<file path="src/rtl/tdl_pkg.sv">
// shared types and constants for the travel direction latch
package tdl_pkg;

   // travel direction codes
   typedef enum logic [1:0] {
      DIR_UNKNOWN = 2'd0,
      DIR_FORWARD = 2'd1,
      DIR_REVERSE = 2'd2
   } dir_type;

   // configuration register indexes
   localparam int CSR_INDEX_W = 2;
   localparam int CSR_DATA_W  = 16;
   localparam logic [CSR_INDEX_W-1:0] CSR_MIN_SPEED       = 2'd0;
   localparam logic [CSR_INDEX_W-1:0] CSR_GOAL_TOLERANCE  = 2'd1;
   localparam logic [CSR_INDEX_W-1:0] CSR_CONFIRM_CYCLES  = 2'd2;

   // register reset values
   localparam logic [14:0] MIN_SPEED_RST       = 15'd80;
   localparam logic [31:0] GOAL_TOL_SQ_RST     = 32'd250000;  // 500 mm squared
   localparam logic [7:0]  CONFIRM_CYCLES_RST  = 8'd5;

   // field widths
   localparam int SPEED_W = 16;
   localparam int POS_W   = 24;

   // live configuration seen by the datapath
   typedef struct packed {
      logic [14:0] min_speed;
      logic [31:0] goal_tol_sq;
      logic [7:0]  confirm_cycles;
   } cfg_type;

   // result of one request
   typedef struct packed {
      dir_type latched_dir;
      logic    new_goal;
      logic    dir_taken;
      logic    confirmed_flip;
   } rsp_info_type;

endpackage

</file>
<file path="src/rtl/tdl_csr.sv">
// configuration registers with the goal tolerance kept squared
module tdl_csr
   import tdl_pkg::*;
(
   input  logic                   clock,
   input  logic                   reset,
   input  logic                   csr_wr_en,
   input  logic [CSR_INDEX_W-1:0] csr_index,
   input  logic [CSR_DATA_W-1:0]  csr_wr_data,
   output cfg_type                cfg
);

   logic [14:0] thr_ff, thr_in;
   logic [31:0] tol_sq_ff, tol_sq_in;
   logic [7:0]  confirm_ff, confirm_in;

   // decode writes, square the tolerance as it is written
   always_comb begin
      thr_in     = thr_ff;
      tol_sq_in  = tol_sq_ff;
      confirm_in = confirm_ff;
      if (csr_wr_en) begin
         case (csr_index)
            CSR_MIN_SPEED:       thr_in = csr_wr_data[14:0];
            CSR_GOAL_TOLERANCE:  tol_sq_in = 32'(csr_wr_data) * 32'(csr_wr_data);
            CSR_CONFIRM_CYCLES:  confirm_in = csr_wr_data[7:0];
            default: ;
         endcase
      end
   end

   always_ff @(posedge clock) begin
      if (reset) begin
         thr_ff     <= MIN_SPEED_RST;
         tol_sq_ff  <= GOAL_TOL_SQ_RST;
         confirm_ff <= CONFIRM_CYCLES_RST;
      end else begin
         thr_ff     <= thr_in;
         tol_sq_ff  <= tol_sq_in;
         confirm_ff <= confirm_in;
      end
   end

   assign cfg.min_speed       = thr_ff;
   assign cfg.goal_tol_sq     = tol_sq_ff;
   assign cfg.confirm_cycles  = confirm_ff;

endmodule

</file>
<file path="src/rtl/tdl_goal_check.sv">
// squared goal displacement compare against the squared tolerance
module tdl_goal_check
   import tdl_pkg::*;
(
   input  logic                    goal_valid,
   input  logic signed [POS_W-1:0] stored_x,
   input  logic signed [POS_W-1:0] stored_y,
   input  logic signed [POS_W-1:0] target_x,
   input  logic signed [POS_W-1:0] target_y,
   input  logic [31:0]             goal_tol_sq,
   output logic                    goal_moved
);

   logic signed [POS_W:0]     dx, dy;
   logic [POS_W:0]            adx, ady;
   logic [2*POS_W+1:0]        sq_x, sq_y;
   logic [2*POS_W+2:0]        dist_sq;

   // displacement magnitudes, one bit wider than a coordinate
   assign dx  = (POS_W+1)'(target_x) - (POS_W+1)'(stored_x);
   assign dy  = (POS_W+1)'(target_y) - (POS_W+1)'(stored_y);
   assign adx = dx[POS_W] ? (~dx + 1'b1) : dx;
   assign ady = dy[POS_W] ? (~dy + 1'b1) : dy;

   // two independent squares, then the sum
   assign sq_x    = (2*POS_W+2)'(adx) * (2*POS_W+2)'(adx);
   assign sq_y    = (2*POS_W+2)'(ady) * (2*POS_W+2)'(ady);
   assign dist_sq = (2*POS_W+3)'(sq_x) + (2*POS_W+3)'(sq_y);

   // no goal held yet counts as a move
   assign goal_moved = !goal_valid || (dist_sq > (2*POS_W+3)'(goal_tol_sq));

endmodule

</file>
<file path="src/rtl/tdl_dir_state.sv">
// direction state, goal store and per-request update
module tdl_dir_state
   import tdl_pkg::*;
(
   input  logic                      clock,
   input  logic                      reset,
   input  logic                      upd,
   input  logic                      in_approach,
   input  logic signed [SPEED_W-1:0] speed,
   input  logic signed [POS_W-1:0]   target_x,
   input  logic signed [POS_W-1:0]   target_y,
   input  cfg_type                   cfg,
   output rsp_info_type              rsp_info
);

   logic                    goal_valid_ff, goal_valid_in;
   logic signed [POS_W-1:0] goal_x_ff, goal_x_in;
   logic signed [POS_W-1:0] goal_y_ff, goal_y_in;
   dir_type                 last_ff, last_in;
   dir_type                 latch_ff, latch_in;
   logic [7:0]              cnt_ff, cnt_in;

   logic                    moved;
   dir_type                 base_last, base_latch, obs, pick;
   logic [7:0]              base_cnt, cnt_inc, need;
   logic signed [SPEED_W:0] spd_ext, thr_pos, thr_neg;
   logic                    opposite, switch_ok;

   tdl_goal_check u_goal_check (
      .goal_valid  (goal_valid_ff),
      .stored_x    (goal_x_ff),
      .stored_y    (goal_y_ff),
      .target_x    (target_x),
      .target_y    (target_y),
      .goal_tol_sq (cfg.goal_tol_sq),
      .goal_moved  (moved)
   );

   // state as seen after a goal change clears it
   assign base_last  = moved ? DIR_UNKNOWN : last_ff;
   assign base_latch = moved ? DIR_UNKNOWN : latch_ff;
   assign base_cnt   = moved ? 8'd0 : cnt_ff;

   // speed classification, forward test wins at zero threshold
   assign spd_ext = (SPEED_W+1)'(speed);
   assign thr_pos = signed'({2'b00, cfg.min_speed});
   assign thr_neg = -thr_pos;
   always_comb begin
      if (spd_ext >= thr_pos) begin
         obs = DIR_FORWARD;
      end else if (spd_ext <= thr_neg) begin
         obs = DIR_REVERSE;
      end else begin
         obs = DIR_UNKNOWN;
      end
   end

   assign pick      = (obs != DIR_UNKNOWN) ? obs : base_last;
   assign cnt_inc   = base_cnt + 8'd1;
   assign need      = (cfg.confirm_cycles == 8'd0) ? 8'd1 : cfg.confirm_cycles;
   assign opposite  = (obs != DIR_UNKNOWN) && (obs != base_latch);
   assign switch_ok = cnt_inc >= need;

   // next state
   always_comb begin
      goal_valid_in = goal_valid_ff | moved;
      goal_x_in     = moved ? target_x : goal_x_ff;
      goal_y_in     = moved ? target_y : goal_y_ff;
      latch_in      = base_latch;
      last_in       = base_last;
      cnt_in        = base_cnt;
      if (!in_approach) begin
         latch_in = DIR_UNKNOWN;
         cnt_in   = 8'd0;
         if (obs != DIR_UNKNOWN) begin
            last_in = obs;
         end
      end else if (base_latch == DIR_UNKNOWN) begin
         if (pick != DIR_UNKNOWN) begin
            latch_in = pick;
            last_in  = pick;
         end
      end else if (opposite) begin
         cnt_in = cnt_inc;
         if (switch_ok) begin
            latch_in = obs;
            last_in  = obs;
            cnt_in   = 8'd0;
         end
      end else begin
         cnt_in = 8'd0;
         if (obs == base_latch) begin
            last_in = obs;
         end
      end
   end

   // result fields
   always_comb begin
      rsp_info.latched_dir    = latch_in;
      rsp_info.new_goal       = moved;
      rsp_info.dir_taken      = in_approach && (base_latch == DIR_UNKNOWN) &&
                                (pick != DIR_UNKNOWN);
      rsp_info.confirmed_flip = in_approach && (base_latch != DIR_UNKNOWN) &&
                                opposite && switch_ok;
   end

   // control state
   always_ff @(posedge clock) begin
      if (reset) begin
         goal_valid_ff <= 1'b0;
         last_ff       <= DIR_UNKNOWN;
         latch_ff      <= DIR_UNKNOWN;
         cnt_ff        <= 8'd0;
      end else if (upd) begin
         goal_valid_ff <= goal_valid_in;
         last_ff       <= last_in;
         latch_ff      <= latch_in;
         cnt_ff        <= cnt_in;
      end
   end

   // stored goal, only meaningful once goal_valid_ff is set
   always_ff @(posedge clock) begin
      if (upd) begin
         goal_x_ff <= goal_x_in;
         goal_y_ff <= goal_y_in;
      end
   end

   // outside the approach zone the latch ends up unknown
   a_clear_outside: assert property (@(posedge clock) disable iff (reset)
      upd && !in_approach |=> latch_ff == DIR_UNKNOWN)
      else $error("latch not cleared outside approach zone");

   // a confirmed switch restarts the opposite count
   a_switch_count: assert property (@(posedge clock) disable iff (reset)
      upd && rsp_info.confirmed_flip |=> cnt_ff == 8'd0)
      else $error("opposite count not cleared after switch");

   // a new goal is held afterwards
   a_goal_held: assert property (@(posedge clock) disable iff (reset)
      upd && moved |=> goal_valid_ff)
      else $error("goal not held after change");

   // an acquired latch also becomes the last motion
   a_acquire_track: assert property (@(posedge clock) disable iff (reset)
      upd && rsp_info.dir_taken |=> latch_ff != DIR_UNKNOWN && latch_ff == last_ff)
      else $error("acquired latch not tracked as last motion");

endmodule

</file>
<file path="src/rtl/travel_direction_latch_core.sv">
// travel direction latch top level: request register, update, response register
// a request taken into the request register has its response captured in the response register
// throughput: one request per cycle while the response side does not stall; the state update
//   is combinational through the goal displacement squares and the direction logic
// the request register can take one request while a response waits, so one request can enter under stall
// reset clears valids and direction state and loads register defaults (80, 500, 5)
module travel_direction_latch_core
   import tdl_pkg::*;
(
   input  logic                      clock,
   input  logic                      reset,
   // request channel
   input  logic                      req_valid,
   output logic                      req_stall,
   input  logic                      req_in_approach,
   input  logic signed [SPEED_W-1:0] req_speed,
   input  logic signed [POS_W-1:0]   req_target_x,
   input  logic signed [POS_W-1:0]   req_target_y,
   // response channel
   output logic                      rsp_valid,
   input  logic                      rsp_stall,
   output logic [1:0]                rsp_latched_dir,
   output logic                      rsp_new_goal,
   output logic                      rsp_dir_taken,
   output logic                      rsp_confirmed_flip,
   // configuration writes
   input  logic                      csr_wr_en,
   input  logic [CSR_INDEX_W-1:0]    csr_index,
   input  logic [CSR_DATA_W-1:0]     csr_wr_data
);

   cfg_type                 cfg;
   rsp_info_type            info;

   logic                    s1_valid_ff, s1_valid_in;
   logic                    s1_approach_ff;
   logic signed [SPEED_W-1:0] s1_speed_ff;
   logic signed [POS_W-1:0] s1_x_ff, s1_y_ff;
   logic                    rsp_valid_ff, rsp_valid_in;
   rsp_info_type            rsp_ff;

   logic                    req_take, advance;

   tdl_csr u_csr (
      .clock       (clock),
      .reset       (reset),
      .csr_wr_en   (csr_wr_en),
      .csr_index   (csr_index),
      .csr_wr_data (csr_wr_data),
      .cfg         (cfg)
   );

   tdl_dir_state u_dir_state (
      .clock       (clock),
      .reset       (reset),
      .upd         (advance),
      .in_approach (s1_approach_ff),
      .speed       (s1_speed_ff),
      .target_x    (s1_x_ff),
      .target_y    (s1_y_ff),
      .cfg         (cfg),
      .rsp_info    (info)
   );

   // handshake: request moves on when the response register is free or draining
   assign advance      = s1_valid_ff && (!rsp_valid_ff || !rsp_stall);
   assign req_stall    = s1_valid_ff && !advance;
   assign req_take     = req_valid && !req_stall;
   assign s1_valid_in  = req_take || (s1_valid_ff && !advance);
   assign rsp_valid_in = advance || (rsp_valid_ff && rsp_stall);

   always_ff @(posedge clock) begin
      if (reset) begin
         s1_valid_ff  <= 1'b0;
         rsp_valid_ff <= 1'b0;
      end else begin
         s1_valid_ff  <= s1_valid_in;
         rsp_valid_ff <= rsp_valid_in;
      end
   end

   // request register
   always_ff @(posedge clock) begin
      if (req_take) begin
         s1_approach_ff <= req_in_approach;
         s1_speed_ff    <= req_speed;
         s1_x_ff        <= req_target_x;
         s1_y_ff        <= req_target_y;
      end
   end

   // response register
   always_ff @(posedge clock) begin
      if (advance) begin
         rsp_ff <= info;
      end
   end

   assign rsp_valid          = rsp_valid_ff;
   assign rsp_latched_dir    = rsp_ff.latched_dir;
   assign rsp_new_goal       = rsp_ff.new_goal;
   assign rsp_dir_taken      = rsp_ff.dir_taken;
   assign rsp_confirmed_flip = rsp_ff.confirmed_flip;

endmodule

</file>
<file path="config.mk">
export PLATFORM = sky130hd
export DESIGN_NAME = travel_direction_latch_core
export DESIGN_NICKNAME = d
export VERILOG_FILES = /design/src/rtl/tdl_pkg.sv /design/src/rtl/tdl_csr.sv /design/src/rtl/tdl_goal_check.sv /design/src/rtl/tdl_dir_state.sv /design/src/rtl/travel_direction_latch_core.sv
export SDC_FILE = /design/constraint.sdc
export NUM_CORES = 2
export LEC_CHECK = 0
export CORE_ASPECT_RATIO = 2
export CORE_UTILIZATION = 51
export CTS_CLUSTER_SIZE = 14
export DETAILED_ROUTE_END_ITERATION = 12
export DONT_BUFFER_PORTS = 1
export PLACE_DENSITY_LB_ADDON = 0.08
export SETUP_SLACK_MARGIN = 0.15
export SLEW_MARGIN = 25
export SYNTH_ARGS = -nofsm -noshare
export SYNTH_HDL_FRONTEND = slang
export SYNTH_SLANG_ARGS = --single-unit
</file>
<file path="constraint.sdc">
create_clock -name clock -period 26.7 [get_ports clock]
set_clock_uncertainty 0.2 [all_clocks]
set_input_delay 1.335 -clock clock [delete_from_list [all_inputs] [get_ports clock]]
set_output_delay 1.335 -clock clock [all_outputs]
set_load 0.01 [all_outputs]
</file>
==> results_dict.tcl <==
set metrics [dict create \
    slew_headroom_pct 20.9 \
    synth_edf_count 118 \
    final_max_slew_viol_count 0 \
    synth.distinct_cells 105 \
    cts.sinks 187 \
    drt_pass1_iterations 5 \
    area_growth_syn_to_layout_pct 4.55 \
    final_cell_mix "1622 x inv_1, 1199 x fa_1, 594 x ha_1" \
    ys_ff_latch 187 \
    root_buffer "clkbuf_16" \
    die_x_um 236 \
    fin_crit_sh_pct 70.4 \
    grt_pass1_vias 48065 \
    tns_ps 0 \
    wirelength_um 201000 \
    overflow 0 \
    layout.cells.most_common "inv_1" \
    tightest_slew_ps 1180 \
    critPathLaunchType "register" \
    tritoncts.num_buffers 17 \
    netlist_area_mm2 0.0560 \
    cts.repair.resized 0 \
    async_reset_ff_share_pct 0 \
    cpMaxStageDelayCell "clkinv_1" \
    ios 95 \
    status "finished clean" \
    crit_path_end_kind "register" \
    clockBufferDepth 2 \
    drc 0 \
    cts_setup_buffers 0 \
    drt_iter0_drc 2132 \
    cts_tree "built" \
    vias_per_cell 5.69 \
    arrival_ps 18980 \
    finalCriticalPeriod_ps 18810 \
    critical_path_class "reg2reg" \
    htreeDepth 4 \
    finalWeightedCongestion 1.06 \
    cts_hold_buf 0 \
    coreArea_mm2 0.109 \
    dp_hpwl_um 164000 \
    drive_above_1_share_pct 3.34 \
    finalSetupViolations 0 \
    dp_cells 7425 \
    maxCapViolations 0 \
    grt_setup_unrepaired "false" \
    yosys_warnings 0 \
    fillers 10348 \
    slowest_delay_ps 850 \
    regArea_mm2 0.00492 \
    path_common_cell "fa_1" \
    die-area_mm2 0.111 \
    ant_nets 0 \
    worstSkewPairLatency_ps 500 \
    r2r_start "s1_x_ff[0]$_DFFE_PP_" \
    grt_max_degree 65 \
    critPathRequiredTime_ps 26870 \
    hold_viol 0 \
    syn_area_per_cell_um2 9.14 \
    port_buffers 0 \
    wire_per_inst_um 26.9 \
    fin_cells 7468 \
    die_h_um 471 \
    grtUsageTotal_pct 38.0 \
    rows 171 \
    startpoint "s1_x_ff[0]$_DFFE_PP_" \
    fmax_ghz 0.0532 \
    multi_input_area_mm2 0.0445 \
    syn_inst 6123 \
    final_nets 7942 \
    path_max_fanout 18 \
    ys_seq_area_share_pct 8.80 \
    min_path_type "reg2reg" \
    ys.flop_type "edfxtp_1" \
    num_vias 42502 \
    holdCritStartpoint "u_csr.tol_sq_ff[2]$_SDFFE_PP0P_" \
    antenna_found_initial 22 \
    grt_pass1_wl_um 300000 \
    path_clk_slew_ps 90 \
    start_util_pct 51.5 \
]
## sequential cells by signal, indices dropped and copies added (netlist names), 8 cells and up
name                   flops
u_csr.thr_ff              15
s1_x_ff                   24
u_dir_state.cnt_ff         8
u_dir_state.goal_y_ff     24
u_csr.confirm_ff           8
u_csr.tol_sq_ff           31
s1_y_ff                   24
u_dir_state.goal_x_ff     24
s1_speed_ff               16
## worst paths after layout
path	depth (start not counted)	slack (ps)	to
setup / recovery	68	7890	u_dir_state.last_ff[1]$_SDFFE_PP0P_
hold / removal	2	250	u_csr.tol_sq_ff[2]$_SDFFE_PP0P_
setup reg to reg	68	7890	u_dir_state.last_ff[1]$_SDFFE_PP0P_
hold reg to reg	2	250	u_csr.tol_sq_ff[2]$_SDFFE_PP0P_
## critical path, delay by kind of cell (launching register included)
family / cells / cell delay, ps
DFF: 1 / 390
and+or+nand+nor: 20 / 4700
AOI/OAI and AO/OA: 19 / 4430
xor gates and xnor gates: 3 / 540
adders and majority gates: 15 / 6610
buffers and inverters: 11 / 1770
## area by class of cell
class / instances / area share [%]
Multi-Input combinational cell: 4144 / 76.1
Inverter: 1641 / 10.5
Sequential cell: 187 / 8.41
Tap cell: 1384 / 2.96
Timing Repair Buffer: 70 / 0.911
Clock buffer: 17 / 0.727
Clock inverter: 15 / 0.359
Antenna cell: 10 / 0.0428
## routing by layer
metal  routed length, um  share of wire, %  track usage (%)
met1               57600                29             33.3
met2              105000                52             68.4
met3               12800               6.4             9.64
met4               25200                13             38.4
met5                 158             0.079                0
## Yosys cell counts (34+ instances only)
master | n | area, um2
inv_1 | 1624 | 6100
fa_1 | 1199 | 24000
ha_1 | 594 | 7430
nand2_1 | 541 | 2030
nor2_1 | 512 | 1920
a21oi_1 | 176 | 881
clkbuf_1 | 161 | 604
edfxtp_1 | 118 | 3540
xnor2_1 | 109 | 955
o21ai_0 | 99 | 495
nor3_1 | 74 | 370
dfxtp_1 | 69 | 1380
a21o_1 | 65 | 488
and2_1 | 59 | 369
nand3_1 | 56 | 280
xor2_1 | 53 | 464
nand2b_1 | 39 | 244
o211ai_1 | 35 | 263
a211oi_1 | 34 | 255
## metrics by stage
step,instance area (um2),worst slack [ps],hold WS (ps),utilization (%)
2_1_floorplan,56100,11370,225,-
5_1_grt,58500,6650,260,53.8
3_3_place_gp,57800,8700,234,53.2
6_report,58500,7890,254,53.8
4_1_cts,58500,8570,252,53.8
3_5_place_dp,57900,8650,235,53.2
## logic make-up (layout without fill, tap and decap cells)
family | Yosys count | after routing | share of synthesized area, %
buffers and inverters | 1828 | 1743 | 12.3
adder cells (fa/ha/maj) | 1793 | 1793 | 56.2
XOR/XNOR | 163 | 163 | 2.56
AND/OR/NAND/NOR | 1493 | 1493 | 12.1
other | 2 | 48 | 0.0134
flip-flops | 187 | 187 | 8.80
multiplexers | 17 | 17 | 0.320
AO/OA/AOI/OAI | 640 | 640 | 7.76
Power is left out: the tool's default activity adds up to more than one toggle a clock period on the data nets, which glitch-free logic cannot reach.
